### src/rtl/sss_pkg.sv
`timescale 1ns / 1ps
// ----------------------------------------------------------------------------
// Shearsort mesh sorter package
// Shared widths, reset values, the controller command bundle and helpers.
// ----------------------------------------------------------------------------
package sss_pkg;

   localparam int DATA_W     = 32;
   localparam int CSR_W      = 4;
   localparam int SIDE_DEF   = 8;
   localparam int SIDE_RESET = 8;

   typedef struct packed {
      logic             load;
      logic             shift;
      logic             row_step;
      logic             col_step;
      logic             parity;
      logic [CSR_W-1:0] side;
   } cmd_type;

   function automatic logic [CSR_W-1:0] num_phases(input logic [CSR_W-1:0] side);
      logic [CSR_W-1:0] p;
      p = CSR_W'(1);
      for (int k = 0; k < CSR_W; k++) begin
         if ((CSR_W'(1) << k) < side) begin
            p = p + CSR_W'(1);
         end
      end
      return p;
   endfunction

endpackage

### src/rtl/sss_ctrl.sv
`timescale 1ns / 1ps
// ----------------------------------------------------------------------------
// Shearsort mesh controller
// Sequences load, row and column sort steps, phases and the result drain.
// ----------------------------------------------------------------------------
module sss_ctrl #(
   parameter int SIDE = sss_pkg::SIDE_DEF
) (
   input  logic                            clock,
   input  logic                            reset,
   input  logic                            csr_wr_en,
   input  logic [sss_pkg::CSR_W-1:0]       csr_wr_data,
   input  logic                            req_valid,
   output logic                            req_ready,
   output logic                            rsp_valid,
   input  logic                            rsp_ready,
   output logic                            rsp_is_last,
   output sss_pkg::cmd_type                cmd,
   output logic [$clog2(SIDE*SIDE)-1:0]    load_addr
);
   import sss_pkg::*;

   localparam int DEPTH = SIDE * SIDE;
   localparam int AW    = $clog2(DEPTH);
   localparam int NW    = $clog2(DEPTH + 1);

   typedef enum logic [1:0] {S_IDLE, S_SORT, S_EMIT} state_type;

   state_type        state_ff, state_in;
   logic [CSR_W-1:0] csr_side_ff, csr_side_in;
   logic [NW-1:0]    load_cnt_ff, load_cnt_in;
   logic [CSR_W-1:0] phase_ff, phase_in;
   logic [CSR_W-1:0] step_ff, step_in;
   logic             col_ff, col_in;
   logic [NW-1:0]    emit_cnt_ff, emit_cnt_in;
   logic             rsp_valid_ff, rsp_valid_in;
   logic             rsp_last_ff, rsp_last_in;
   logic [CSR_W-1:0] side;
   logic [NW-1:0]    n_items;
   logic [NW:0]      cnt_next;
   logic             accept, fire;

   always_comb begin
      if (csr_side_ff < CSR_W'(2)) begin
         side = CSR_W'(2);
      end else if (csr_side_ff > CSR_W'(SIDE)) begin
         side = CSR_W'(SIDE);
      end else begin
         side = csr_side_ff;
      end
   end

   assign n_items   = NW'(side) * NW'(side);
   assign req_ready = (state_ff == S_IDLE);
   assign accept    = req_valid && req_ready;
   assign fire      = (state_ff == S_EMIT) && (!rsp_valid_ff || rsp_ready);
   assign cnt_next  = {1'b0, load_cnt_ff} + (NW+1)'(1);
   assign load_addr = load_cnt_ff[AW-1:0];

   always_comb begin
      cmd.load     = accept;
      cmd.shift    = fire;
      cmd.row_step = (state_ff == S_SORT) && !col_ff;
      cmd.col_step = (state_ff == S_SORT) && col_ff;
      cmd.parity   = step_ff[0];
      cmd.side     = side;
   end

   always_comb begin
      state_in     = state_ff;
      csr_side_in  = csr_wr_en ? csr_wr_data : csr_side_ff;
      load_cnt_in  = load_cnt_ff;
      phase_in     = phase_ff;
      step_in      = step_ff;
      col_in       = col_ff;
      emit_cnt_in  = emit_cnt_ff;
      rsp_valid_in = rsp_valid_ff && !rsp_ready;
      rsp_last_in  = rsp_last_ff;
      unique case (state_ff)
         S_IDLE: begin
            if (accept) begin
               if (cnt_next >= {1'b0, n_items}) begin
                  load_cnt_in = '0;
                  phase_in    = '0;
                  step_in     = '0;
                  col_in      = 1'b0;
                  state_in    = S_SORT;
               end else begin
                  load_cnt_in = cnt_next[NW-1:0];
               end
            end
         end
         S_SORT: begin
            if (step_ff == side - CSR_W'(1)) begin
               step_in = '0;
               if (col_ff) begin
                  col_in   = 1'b0;
                  phase_in = phase_ff + CSR_W'(1);
               end else if (phase_ff == num_phases(side) - CSR_W'(1)) begin
                  emit_cnt_in = '0;
                  state_in    = S_EMIT;
               end else begin
                  col_in = 1'b1;
               end
            end else begin
               step_in = step_ff + CSR_W'(1);
            end
         end
         S_EMIT: begin
            if (fire) begin
               rsp_valid_in = 1'b1;
               rsp_last_in  = (emit_cnt_ff == n_items - NW'(1));
               emit_cnt_in  = emit_cnt_ff + NW'(1);
               if (emit_cnt_ff == n_items - NW'(1)) begin
                  state_in = S_IDLE;
               end
            end
         end
         default: state_in = S_IDLE;
      endcase
   end

   always_ff @(posedge clock) begin
      if (reset) begin
         state_ff     <= S_IDLE;
         csr_side_ff  <= CSR_W'(SIDE_RESET);
         load_cnt_ff  <= '0;
         phase_ff     <= '0;
         step_ff      <= '0;
         col_ff       <= 1'b0;
         emit_cnt_ff  <= '0;
         rsp_valid_ff <= 1'b0;
         rsp_last_ff  <= 1'b0;
      end else begin
         state_ff     <= state_in;
         csr_side_ff  <= csr_side_in;
         load_cnt_ff  <= load_cnt_in;
         phase_ff     <= phase_in;
         step_ff      <= step_in;
         col_ff       <= col_in;
         emit_cnt_ff  <= emit_cnt_in;
         rsp_valid_ff <= rsp_valid_in;
         rsp_last_ff  <= rsp_last_in;
      end
   end

   assign rsp_valid   = rsp_valid_ff;
   assign rsp_is_last = rsp_last_ff;

endmodule

### config.mk
export PLATFORM = sky130hd
export DESIGN_NAME = sss_ctrl
export DESIGN_NICKNAME = d
export VERILOG_FILES = /design/src/rtl/sss_pkg.sv /design/src/rtl/sss_ctrl.sv
export SDC_FILE = /design/constraint.sdc
export NUM_CORES = 1
export LEC_CHECK = 0
export ABC_AREA = 1
export BUFFER_PORTS_ARGS = -buffer_cell sky130_fd_sc_hd__buf_2
export CORE_UTILIZATION = 54
export DETAILED_ROUTE_END_ITERATION = 8
export GPL_TIMING_DRIVEN = 0
export PLACE_DENSITY = 0.87
export SLEW_MARGIN = 15
export SYNTH_ARGS = -nofsm -noshare
export SYNTH_HDL_FRONTEND = slang
export SYNTH_SLANG_ARGS = --single-unit
### constraint.sdc
create_clock -name clock -period 3.3 [get_ports clock]
set_input_delay 0.165 -clock clock [delete_from_list [all_inputs] [get_ports clock]]
set_output_delay 0.165 -clock clock [all_outputs]
set_load 0.005 [all_outputs]
==> run metrics <==
clock-pin slew of the registers on the worst-case setup and hold paths 0.07 ns; register area share after synthesis 0.246; terminus of the critical flop-to-flop path emit_cnt_ff[5]; synth top area cells dfxtp_1 25%, nand2_1 14%, ha_1 10%; min Tclk post-route 3.32 ns; Crit path largest cell delay 0.53 ns; Worst setup SP type register; area growth from synthesis to layout 21.0%; failing checks negative setup slack; Final Cell Area 3050 µm²; P_leak approximately 1.5 nW; final setup fails 5; most frequent cells in the layout 93 x nand2_1, 52 x inv_1, 37 x nor2_1; DRT Pass-1 Iters 5; drt total wl 6.34 mm; Synth Instances between 300 and 400; Final Hold Fails 0; layout cells sized above 1 0.220; Area after DPL approximately 2700 µm²; mean post-synth cell area 6.47 µm²; Max transition margin 0.621; hold crit path type primary input to register; Worst Setup SP csr_side_ff[1]; post-synth top area share 0.246; final worst path period share 1.00; Skew-Pair Late Insertion Delay roughly 0.28 ns; Seq cells post-synth 31; Vias/cell 5.34; initial antenna violation count 0; Crit path arrival time 3.52 ns; Max rail drop VDD between 0.2 and 0.25 mV; die area 4940 µm²; Total GRT Usage 0.257; Clock Skew 0.00297 ns; Worst R2R Start csr_side_ff[1]; # nets final 467; WS Path Type register to register; total of max-cap violations 0; antenna-violating nets left 0; I/O Pins 27; core area approximately 4400 µm²; Distinct cells, synth 34; Post-Syn Area 2520 µm²; Setup WS post-layout -0.0154 ns; Crit-path slowest cell fa_1; Rows 24; worst-path cell chain inv_2, nand2_2, nand3_4, ha_4, ha_4, nor2_4, fa_1, inv_1, nand2_2, nand2_2, ha_4, xor2_2, nand3_1, nor2_2, nand3_2, or2_1, buf_6, nand2_8, nand2_1, a21oi_1; worst-margin pin slew roughly 0.57 ns; vias roughly 2600; vias in the first global route 2467; worst r2r path cells 20; first-pass GRT wire length just over 10 mm; RSZ-0062 raised after global routing true; CTS max path bufs 2; fin. max-slew vios 0; hold-critical path depth 3; H-Tree Depth 2; Initial Util 0.571; Post-DP HPWL 4.30 mm; CP endpoint emit_cnt_ff[5]; Port Buffer Count 25; commonest non-fill, non-tap cell in the layout nand2_1; Crit Path Max Fanout 8; final non-filler cell total around 500; first-iteration detailed-routing DRC count roughly 160; Yosys top cell by area dfxtp_1; clk sinks 31; Util after Layout 0.690; Synth Warn # 0; ant diodes 0; drt wl/cell 13.0 µm; DIE WIDTH 70.3 µm; Crit path required time 3.51 ns; r2r setup slk -0.02 ns; max frequency between 300 and 400 MHz; Post-Route Setup TNS -0.0447 ns; CTS Root Cell clkbuf_8; total clock buffers created by CTS 5; Place WS -0.338 ns; GRT overflow 0; Final Power approximately 1.2 mW; die height between 70 and 80 µm; Hold WS 0.0958 ns; Crit. End Element register; P per Cell Area 399 nW/µm²; placed instance count 470; largest net degree at the start of global routing 11; GPL Wtd Cong 0.894; CTS tree yes; status finished, violations left; # DRC 0
state kept, by name, indices dropped and copies added (netlist names):
register	count
step_ff	4
csr_side_ff	4
rsp_is_last	1
phase_ff	4
state_ff	2
rsp_valid	1
emit_cnt_ff	7
col_ff	1
load_cnt_ff	7
layer usage:
| layer | global-route usage | wire (µm) | vias up |
|---|---|---|---|
| met3 | 0.0491 | 295 | 12 |
| met1 | 0.316 | 2810 | 1213 |
| met4 | 0.0956 | 89 | 0 |
| met5 | 0 | 0 | - |
| li1 | - | - | 1313 |
| met2 | 0.441 | 3150 | 69 |
timing repair:
| item | CTS | global route |
|---|---|---|
| setup buffers | 4 | 7 |
| hold endpoints to repair | 0 | 0 |
| hold buffers | 0 | 0 |
| pin swaps | 7 | 11 |
| endpoints found under the setup margin | 9 | 9 |
| resized for setup | 29 | 12 |
power breakdown:
group	internal, mW	total, mW	leakage [nW]	switching, mW
registers	0.408	0.447	0.253	0.0396
logic	0.181	0.465	1.22	0.285
clock network	0.163	0.302	0.0470	0.139
total	0.752	1.21	1.52	0.463
synthesized netlist by cell type:
cell / number
conb_1: 2
buf_6: 1
nand2_8: 1
dfxtp_1: 31
nor2_1: 39
a22oi_1: 1
o21a_1: 1
nand3_2: 2
a21oi_4: 1
nand2_2: 4
o211ai_1: 1
nor2_2: 2
or2_2: 2
nor3b_1: 2
nand2_1: 97
o21ai_1: 2
nand3b_1: 3
o21ai_0: 13
xnor2_1: 4
nand4_1: 9
a21oi_1: 29
fa_1: 1
buf_4: 9
o211ai_2: 1
inv_1: 55
nor3_1: 7
or2_1: 1
clkbuf_1: 4
ha_1: 21
nor2_4: 2
inv_2: 5
nand3_1: 25
nand2_4: 1
xor2_1: 10
area by class of cell:
type / count / area [µm²]
Multi-Input combinational cell: 288 / 1720
Sequential cell: 31 / 633
Clock inverter: 1 / 5.00
Buffer: 14 / 93.8
Clock buffer: 6 / 82.6
Tap cell: 52 / 65.1
Fill cell: 371 / 1370
Timing Repair Buffer: 36 / 211
Inverter: 60 / 240
critical path: cells and delay by family (launching register included):
kind	cells	cell delay, ns
AND/OR/NAND/NOR	11	1.16
adder cells (fa/ha/maj)	4	1.13
flip-flops	1	0.36
buffers and inverters	3	0.33
XOR/XNOR	1	0.14
AO/OA/AOI/OAI	1	0.11
cell families (layout without fill, tap and decap cells):
family	Yosys count	in the layout	synth area share
xor+xnor	14	14	0.0487
fa+ha+maj	22	22	0.112
other cells	2	6	0.00298
compound gates	49	49	0.108
buf+inv	74	117	0.127
simple gates	197	197	0.355
flops	31	31	0.246
worst min path at each step:
stage                              start             end  slack, ns
final                     csr_wr_data[3]  csr_side_ff[3]        0.1
after global routing      csr_wr_data[3]  csr_side_ff[3]       0.15
after CTS                 csr_wr_data[3]  csr_side_ff[3]       0.09
after detailed placement  csr_wr_data[3]  csr_side_ff[3]       0.38
after global placement    csr_wr_data[3]  csr_side_ff[3]       0.38
after floorplan                csr_wr_en  csr_side_ff[3]       0.28
No activity file was read; power rests on OpenSTA's default activity.
